===== src/rau_pkg.sv =====
// rau_pkg: shared types and codes for the rational arithmetic unit
// used by rau_ctrl, rau_datapath and rational_arithmetic_unit; no dependencies
`timescale 1ns / 1ps

package rau_pkg;

  // operation selector codes
  typedef enum logic [1:0] {
    ACT_ADD = 2'd0,
    ACT_SUB = 2'd1,
    ACT_MUL = 2'd2,
    ACT_DIV = 2'd3
  } action_t;

  // result status codes
  typedef enum logic [1:0] {
    ST_OK       = 2'd0,
    ST_DEN_ZERO = 2'd1,
    ST_DIV_ZERO = 2'd2
  } status_t;

  // multiplier operand pairs
  typedef enum logic [2:0] {
    MUL_AN_FB = 3'd0,
    MUL_BN_FA = 3'd1,
    MUL_AD_FA = 3'd2,
    MUL_AN_BN = 3'd3,
    MUL_AD_BD = 3'd4,
    MUL_AN_BD = 3'd5,
    MUL_AD_BN = 3'd6
  } mul_sel_t;

  // which scale factor the divider produces
  typedef enum logic {
    DIV_FA = 1'b0,
    DIV_FB = 1'b1
  } div_sel_t;

  // how the result numerator is formed
  typedef enum logic [1:0] {
    NUM_PROD = 2'd0,
    NUM_SUM  = 2'd1,
    NUM_DIFF = 2'd2
  } num_mode_t;

  // controller states
  typedef enum logic [3:0] {
    S_IDLE,
    S_CHECK,
    S_GCD,
    S_FA_START,
    S_FA_WAIT,
    S_FB_WAIT,
    S_MUL1,
    S_MUL2,
    S_MUL3,
    S_MUL4,
    S_PROD1,
    S_PROD2,
    S_PROD3,
    S_DONE
  } state_t;

  // commands from controller to datapath
  typedef struct packed {
    logic      load;
    logic      gcd_step;
    logic      g_load;
    logic      div_start;
    div_sel_t  div_sel;
    logic      fa_load;
    logic      fb_load;
    mul_sel_t  mul_sel;
    logic      acc_load;
    logic      num_load;
    num_mode_t num_mode;
    logic      den_load;
    logic      res_clear;
    logic      stat_load;
    status_t   stat_code;
  } rau_cmd_t;

  // status from datapath to controller
  typedef struct packed {
    logic    den_zero;
    logic    div_zero;
    action_t op;
    logic    gcd_done;
    logic    div_busy;
  } rau_sts_t;

endpackage


===== src/rau_ctrl.sv =====
// rau_ctrl: sequencing state machine of the rational arithmetic unit
// depends on rau_pkg; drives rau_datapath through rau_cmd_t
`timescale 1ns / 1ps

module rau_ctrl (
  input  logic              clk,
  input  logic              rst,
  input  logic              start,
  input  rau_pkg::rau_sts_t sts,
  output rau_pkg::rau_cmd_t cmd,
  output logic              busy,
  output logic              done
);
  import rau_pkg::*;

  state_t state, state_next;

  // state register
  always_ff @(posedge clk) begin
    if (rst) begin
      state <= S_IDLE;
    end else begin
      state <= state_next;
    end
  end

  // next state and commands
  always_comb begin
    state_next = state;
    cmd        = '0;
    cmd.mul_sel  = MUL_AN_FB;
    cmd.div_sel  = DIV_FA;
    cmd.num_mode = NUM_PROD;
    cmd.stat_code = ST_OK;
    unique case (state)
      S_IDLE: begin
        if (start) begin
          cmd.load   = 1'b1;
          state_next = S_CHECK;
        end
      end
      S_CHECK: begin
        cmd.stat_load = 1'b1;
        priority if (sts.den_zero) begin
          cmd.res_clear = 1'b1;
          cmd.stat_code = ST_DEN_ZERO;
          state_next    = S_DONE;
        end else if (sts.op == ACT_DIV && sts.div_zero) begin
          cmd.res_clear = 1'b1;
          cmd.stat_code = ST_DIV_ZERO;
          state_next    = S_DONE;
        end else if (sts.op == ACT_ADD || sts.op == ACT_SUB) begin
          state_next = S_GCD;
        end else begin
          state_next = S_PROD1;
        end
      end
      S_GCD: begin
        if (sts.gcd_done) begin
          cmd.g_load = 1'b1;
          state_next = S_FA_START;
        end else begin
          cmd.gcd_step = 1'b1;
        end
      end
      S_FA_START: begin
        cmd.div_start = 1'b1;
        cmd.div_sel   = DIV_FA;
        state_next    = S_FA_WAIT;
      end
      S_FA_WAIT: begin
        if (!sts.div_busy) begin
          cmd.fa_load   = 1'b1;
          cmd.div_start = 1'b1;
          cmd.div_sel   = DIV_FB;
          state_next    = S_FB_WAIT;
        end
      end
      S_FB_WAIT: begin
        if (!sts.div_busy) begin
          cmd.fb_load = 1'b1;
          state_next  = S_MUL1;
        end
      end
      // scaled numerators and common denominator through one multiplier
      S_MUL1: begin
        cmd.mul_sel = MUL_AN_FB;
        state_next  = S_MUL2;
      end
      S_MUL2: begin
        cmd.mul_sel  = MUL_BN_FA;
        cmd.acc_load = 1'b1;
        state_next   = S_MUL3;
      end
      S_MUL3: begin
        cmd.mul_sel  = MUL_AD_FA;
        cmd.num_load = 1'b1;
        cmd.num_mode = (sts.op == ACT_SUB) ? NUM_DIFF : NUM_SUM;
        state_next   = S_MUL4;
      end
      S_MUL4: begin
        cmd.den_load = 1'b1;
        state_next   = S_DONE;
      end
      // direct products for multiply, cross products for divide
      S_PROD1: begin
        cmd.mul_sel = (sts.op == ACT_DIV) ? MUL_AN_BD : MUL_AN_BN;
        state_next  = S_PROD2;
      end
      S_PROD2: begin
        cmd.mul_sel  = (sts.op == ACT_DIV) ? MUL_AD_BN : MUL_AD_BD;
        cmd.num_load = 1'b1;
        cmd.num_mode = NUM_PROD;
        state_next   = S_PROD3;
      end
      S_PROD3: begin
        cmd.den_load = 1'b1;
        state_next   = S_DONE;
      end
      S_DONE: begin
        state_next = S_IDLE;
      end
      default: begin
        state_next = S_IDLE;
      end
    endcase
  end

  assign busy = (state != S_IDLE);
  assign done = (state == S_DONE);

endmodule


===== config.mk =====
export PLATFORM = sky130hd
export DESIGN_NAME = rau_ctrl
export DESIGN_NICKNAME = d
export VERILOG_FILES = /design/src/rau_pkg.sv /design/src/rau_ctrl.sv
export SDC_FILE = /design/constraint.sdc
export NUM_CORES = 1
export LEC_CHECK = 0
export BUFFER_PORTS_ARGS = -buffer_cell sky130_fd_sc_hd__buf_2
export CAP_MARGIN = 20
export CORE_MARGIN = 10
export CORE_UTILIZATION = 25
export DETAILED_ROUTE_END_ITERATION = 10
export HOLD_SLACK_MARGIN = 0.15
export PLACE_DENSITY = 0.51
export REMOVE_ABC_BUFFERS = 1
export SETUP_SLACK_MARGIN = 0.2
export SLEW_MARGIN = 20
export SYNTH_ARGS = -nofsm -noshare
export SYNTH_HDL_FRONTEND = slang
export SYNTH_SLANG_ARGS = --single-unit

===== constraint.sdc =====
create_clock -name clk -period 1.8 [get_ports clk]
set_input_delay 0.09 -clock clk [delete_from_list [all_inputs] [get_ports clk]]
set_output_delay 0.09 -clock clk [all_outputs]
set_load 0.005 [all_outputs]

==> results of run 1 <==
==> power breakdown <==
part	internal (mW)	switching, mW
clock	0.0745	0.0348
sequential	0.135	0.113
combinational	0.278	0.320
total	0.487	0.468
==> timing repair <==
action	in CTS	in global routing
endpoints found under the hold margin	4	0
hold buffers	1	0
endpoints found under the setup margin	4	4
gates resized for setup	3	3
==> cells in the mapped netlist (all sizes together), types with 2 or more instances <==
cell,count,area share
dfxtp,4,0.15
nand2b,3,0.036
inv,3,0.021
buf,6,0.074
nor2b,2,0.024
o21ai,3,0.028
nand3,4,0.038
a21oi,9,0.086
nor3,4,0.038
nor3b,3,0.043
nor2,12,0.086
nand2,6,0.057
and3,3,0.036
a2111oi,2,0.057
xnor2,2,0.033
==> metrics by stage <==
| stage | utilization | setup slack, ns | cell area, um2 | hold WS, ns | cells |
|---|---|---|---|---|---|
| 2_1_floorplan | - | 0.394 | 488 | 0.159 | 72 |
| 3_3_place_gp | 0.340 | 0.285 | 674 | 0.331 | 129 |
| 3_5_place_dp | 0.340 | 0.312 | 674 | 0.328 | 129 |
| 4_1_cts | 0.359 | 0.276 | 711 | 0.220 | 133 |
| 5_1_grt | 0.362 | 0.197 | 717 | 0.255 | 133 |
| 6_report | 0.362 | 0.330 | 717 | 0.229 | 133 |
==> cell families after synthesis <==
logic type | Yosys count
AOI/OAI and AO/OA | 19
xor gates and xnor gates | 2
buffers and inverters | 9
DFF | 4
muxes | 2
and+or+nand+nor | 42
==> layer usage <==
metal  vias to the layer above  share of wire
met5                         -              0
met4                         0         0.0073
met3                         2          0.050
met2                        20           0.44
met1                       290           0.50
li1                        333              -
==> critical path: stages (launching register included) <==
cell and delay [ns]:
dfxtp_2 0.45, or2_1 0.30, nor2_1 0.07, a21oi_1 0.15, nor2_1 0.05, buf_2 0.13
==> layout make-up <==
cell class,instances,area (um2),share of cell area
clock buffer,3,22.5,0.0314
inverter,3,11.3,0.0157
multi-input combinational,65,399,0.557
sequential,4,87.6,0.122
tap,27,33.8,0.0471
timing repair buffer,31,163,0.227
==> worst min-delay path by stage <==
stage,end,slack (ns)
6_report,state[1]$_SDFFE_PP0P_,0.23
2_1_floorplan,state[0]$_SDFFE_PP0P_,0.16
4_1_cts,state[1]$_SDFFE_PP0P_,0.22
5_1_grt,state[1]$_SDFFE_PP0P_,0.25
3_3_place_gp,state[1]$_SDFFE_PP0P_,0.33
3_5_place_dp,state[0]$_SDFFE_PP0P_,0.33
==> results.toml, run 1 <==
[final_layout]
reg_top3 = "state x4"
final_cell_mix = "29 x buf_2, 12 x nor2_1, 9 x a21oi_1, 5 x nand2_1"
areaGrowthSynthToFinish_pct = 36.1
nFillCells = 219
largest_reg_flops = 4
layout_commonest_cell = "buf_2"
diodes = 0
regMostFlops = "state"
finalNetCount = 117
drive_above_1_share = 0.396

[timing]
setup_viol = 0
period_minus_slack_ns = 1.47
fin_worst_skew_ns = 0.00400
tightestPinTransition_ns = 0.337
clock.fmax_mhz = 680
final_max_slew_viol_count = 0
setup-tns-final_ns = 0
rsz0062_at_grt = "true"
finalHoldViolCount = 0
period_share = 0.817
slew_headroom = 0.774

[die]
dieWidth_um = 65.9
fp-row-count = 16
io_pins = 30
dieArea_mm2 = 0.00434
die_y_um = 65.9
start_util = 0.266
coreArea_mm2 = 0.00198

[worst_setup_path]
cp-end-kind = "output port"
critPathLaunchType = "register"
cp-startpoint = "state[1]$_SDFFE_PP0P_"
r2r_end = "state[1]$_SDFFE_PP0P_"
reg2reg_from = "state[1]$_SDFFE_PP0P_"
ff2ff_setup_slack_ns = 0.43
required_ns = 1.71
cp-endpoint = "cmd[15]"
cp_max_fo = 14
crit_arrival_ns = 1.38
r2r_cells = 4
crit_type = "reg2out"

[synthesis]
synthXorXnorAreaFrac = 0.0333
ys_seq_elements = 4
synth_compound_area_frac = 0.259
yosys_warnings = 0
postSynth.asyncResetShare = 0
muxShareOfSynthArea = 0.0404
ys_types = 31
syn_inst = 78
synthAdderAreaFrac = 0
avgSynthCellArea_um2 = 6.75
syn-cell-area_um2 = 527
synth_edf_count = 0
synth_top_family_by_area = "simple AND/OR/NAND/NOR gates"
synth_seq_area_share = 0.152
synth_flop_cell = "dfxtp_1"
synth-simple-area-share = 0.420

[global_routing]
grt_max_degree = 16
grt_pass1_vias = 665
grt_pass1_wl_um = 2730
grtUsageMet2 = 0.114
grt_overflow = 0
grt_usage = 0.0768
use_met1 = 0.0954
globalRouteMet3Util = 0.0288
top_usage_layer = "met2"
antenna_found_initial = 0

[detailed_routing]
vias = 645
ant_nets = 0
drt-pass1-iter-count = 4
viasPerCell = 4.85
drt_iter0_markers = 13
routedWlPerCell_um = 12.4
drt_wl_total_um = 1650
drc = 0

[place]
port_buffers = 29
dp_hpwl_um = 1320
place.gp.congestion = 0.776

[worst_hold_path]
min_path_type = "in2reg"
min_path_cells = 3
min-delay-start = "start"

[power]
p_total_mw = 0.955
leakagePower_nw = 0.354
power_density_mw_per_mm2 = 1330
irDropWorstVdd_mv = 0.488

[cts]
cts_max_path_buffers = 2
insertion_delay_ns = 0.23
clockRootBuffer = "clkbuf_4"
clkTransAtPathRegs_ns = 0.03
clock_sinks = 4
post-cts-setup-buffers = 0
htree_levels = 1
numCtsBuffers = 3
cts_tree = "done"

[run_status]
outcome = "finished clean"

[flow_run]
max_cap_viol_count = 0
Power figures use the tool's default switching activity.
==> inputs of run 2 (changes only) <==
PLACE_DENSITY = 0.53   (was 0.51)
clock period = 1.2 ns   (was 1.8 ns; I/O delays follow)
==> run 2 against run 1 <==
The run now ends with setup timing left. First-iteration DRC count increased by 120%. Hold slack got worse by 0.066 ns. Sequential power increased by 43%. Critical path type unchanged. Largest cell class unchanged. Largest power group unchanged.
==> results.toml, run 2 (synthesis gave the netlist of run 1 again) <==
[run_status]
outcome = "finished, violations left"
violations = "setup timing"

[place]
port_buffers = 29
dp_hpwl_um = 1500
place.gp.congestion = 0.849
placed_area_um2 = 772
post-place-ws_ns = -0.146

[final_layout]
reg_top3 = "state x4"
drive_above_1_share = 0.783
stdcell_area_mm2 = 0.00121
finalNetCount = 149
areaGrowthSynthToFinish_pct = 130
regMostFlops = "state"
largest_reg_flops = 4
final_cell_mix = "27 x buf_2, 19 x buf_4, 16 x buf_6, 6 x nor2_1, 5 x a21oi_1"
diodes = 0
layout_commonest_cell = "buf_2"

[worst_hold_path]
holdPathEnd = "state[1]$_SDFFE_PP0P_"
min_path_cells = 3
min-delay-start = "start"
min_path_type = "in2reg"

[worst_setup_path]
reg2reg_from = "state[0]$_SDFFE_PP0P_"
crit_type = "reg2out"
r2r_cells = 5
cp-end-kind = "output port"
critPathLaunchType = "register"
required_ns = 1.14
r2r_end = "state[0]$_SDFFE_PP0P_"
critical_path.max_stage_delay_ns = 0.36
slowest_stage = "dfxtp_4"
path_cells = "or2_4 > buf_6 > nor3b_2 > buf_2"
crit_arrival_ns = 1.29
cp_max_fo = 5
ff2ff_setup_slack_ns = -0.11

[timing]
finalHoldViolCount = 0
slew_headroom = 0.819
tightestPinTransition_ns = 0.272
fin_worst_skew_ns = 0.00244
period_share = 1.13
period_minus_slack_ns = 1.35
setup_viol = 21
final_max_slew_viol_count = 0
worst_slack_ns = -0.154
rsz0062_at_grt = "true"
clock.fmax_mhz = 739

[die]
die_y_um = 65.9
start_util = 0.266
dieArea_mm2 = 0.00434
fp-row-count = 16
coreArea_mm2 = 0.00198
dieWidth_um = 65.9
io_pins = 30

[global_routing]
antenna_found_initial = 0
grt_pass1_vias = 874
grt_max_degree = 9
grt_overflow = 0
grt_usage = 0.113
grt_pass1_wl_um = 4070

[detailed_routing]
routedWlPerCell_um = 15.1
vias = 808
drt_iter0_markers = 29
ant_nets = 0
drt_wl_total_um = 2490
drc = 0
viasPerCell = 4.90
drt-pass1-iter-count = 4

[power]
leakagePower_nw = 0.570
clkPwrFrac = 0.066
switchingPower_mw = 1.19
irDropWorstVdd_mv = 0.932
power.share.combinational = 0.804
p_int_mw = 1.53
power_density_mw_per_mm2 = 2250
seq_power_share = 0.130
switching_share = 0.438

[flow_run]
max_cap_viol_count = 0

[cts]
numCtsBuffers = 3
clkTransAtPathRegs_ns = 0.04
cts_max_path_buffers = 2
insertion_delay_ns = 0.24
clock_sinks = 4
htree_levels = 1
cts_tree = "done"
clockRootBuffer = "clkbuf_4"
[run 2: changes by cell type in the layout (fill, tap and decap cells not counted), moves of 4 or more]
| cell | previous run | this run |
|---|---|---|
| a21oi_2 | 0 | 4 |
| a21oi_1 | 9 | 5 |
| nand2_1 | 5 | 0 |
| buf_6 | 0 | 16 |
| nor2_1 | 12 | 6 |
| buf_4 | 1 | 19 |
| nor3_1 | 4 | 0 |
[run 2: area by class of cell]
| cell class | count | area [um2] |
|---|---|---|
| clock buffer | 3 | 22.5 |
| fill | 153 | 772 |
| inverter | 3 | 13.8 |
| multi-input combinational | 65 | 577 |
| sequential | 4 | 95.1 |
| tap | 27 | 33.8 |
| timing repair buffer | 63 | 468 |
[run 2: metrics by stage]
step,hold WS (ns),power (mW),setup TNS [ns],utilization,std cells
5_1_grt,0.190,2.91,-3.09,0.610,165
3_3_place_gp,0.306,1.50,-0.358,0.390,142
6_report,0.163,2.72,-1.87,0.610,165
4_1_cts,0.158,2.40,-1.49,0.557,161
2_1_floorplan,0.129,0.919,-0.374,-,72
3_5_place_dp,0.302,1.51,-0.490,0.390,142
[run 2: worst max path at each step]
stage,cells after the start,end,from,slack [ns]
3_3_place_gp,4,state[0]$_SDFFE_PP0P_,state[1]$_SDFFE_PP0P_,-0.12
4_1_cts,4,cmd[6],state[1]$_SDFFE_PP0P_,-0.14
6_report,4,cmd[6],state[0]$_SDFFE_PP0P_,-0.15
3_5_place_dp,4,state[0]$_SDFFE_PP0P_,state[1]$_SDFFE_PP0P_,-0.15
2_1_floorplan,4,state[1]$_SDFFE_PP0P_,state[0]$_SDFFE_PP0P_,-0.21
5_1_grt,5,cmd[9],state[2]$_SDFFE_PP0P_,-0.21
[run 2: repair_timing]
action / in CTS / in global routing
pin swaps: 15 / 10
endpoints found under the hold margin: 4 / 0
endpoints found under the setup margin: 25 / 25
setup buffers: 15 / 4
gates resized for setup: 49 / 22
hold buffers: 1 / 0
[run 2: power groups by stage]
stage	registers, mW	clock network, mW	logic, mW
3_3_place_gp	0.288	0	1.21
6_report	0.353	0.179	2.19
3_5_place_dp	0.298	0	1.21
2_1_floorplan	0.328	0	0.591
4_1_cts	0.344	0.186	1.87
5_1_grt	0.366	0.190	2.35
[run 2: layer usage]
layer	wire length, um	vias to the layer above	track usage
met5	0	-	0
met4	0	0	0.0455
met3	94	0	0.0237
met2	1340	17	0.205
met1	1050	395	0.124
li1	-	396	-
[run 2: critical path: cells and delay by family, from the launching register on]
kind,cells,cell delay (ns)
buffers and inverters,2,0.27
DFF,1,0.36
and+or+nand+nor,2,0.42
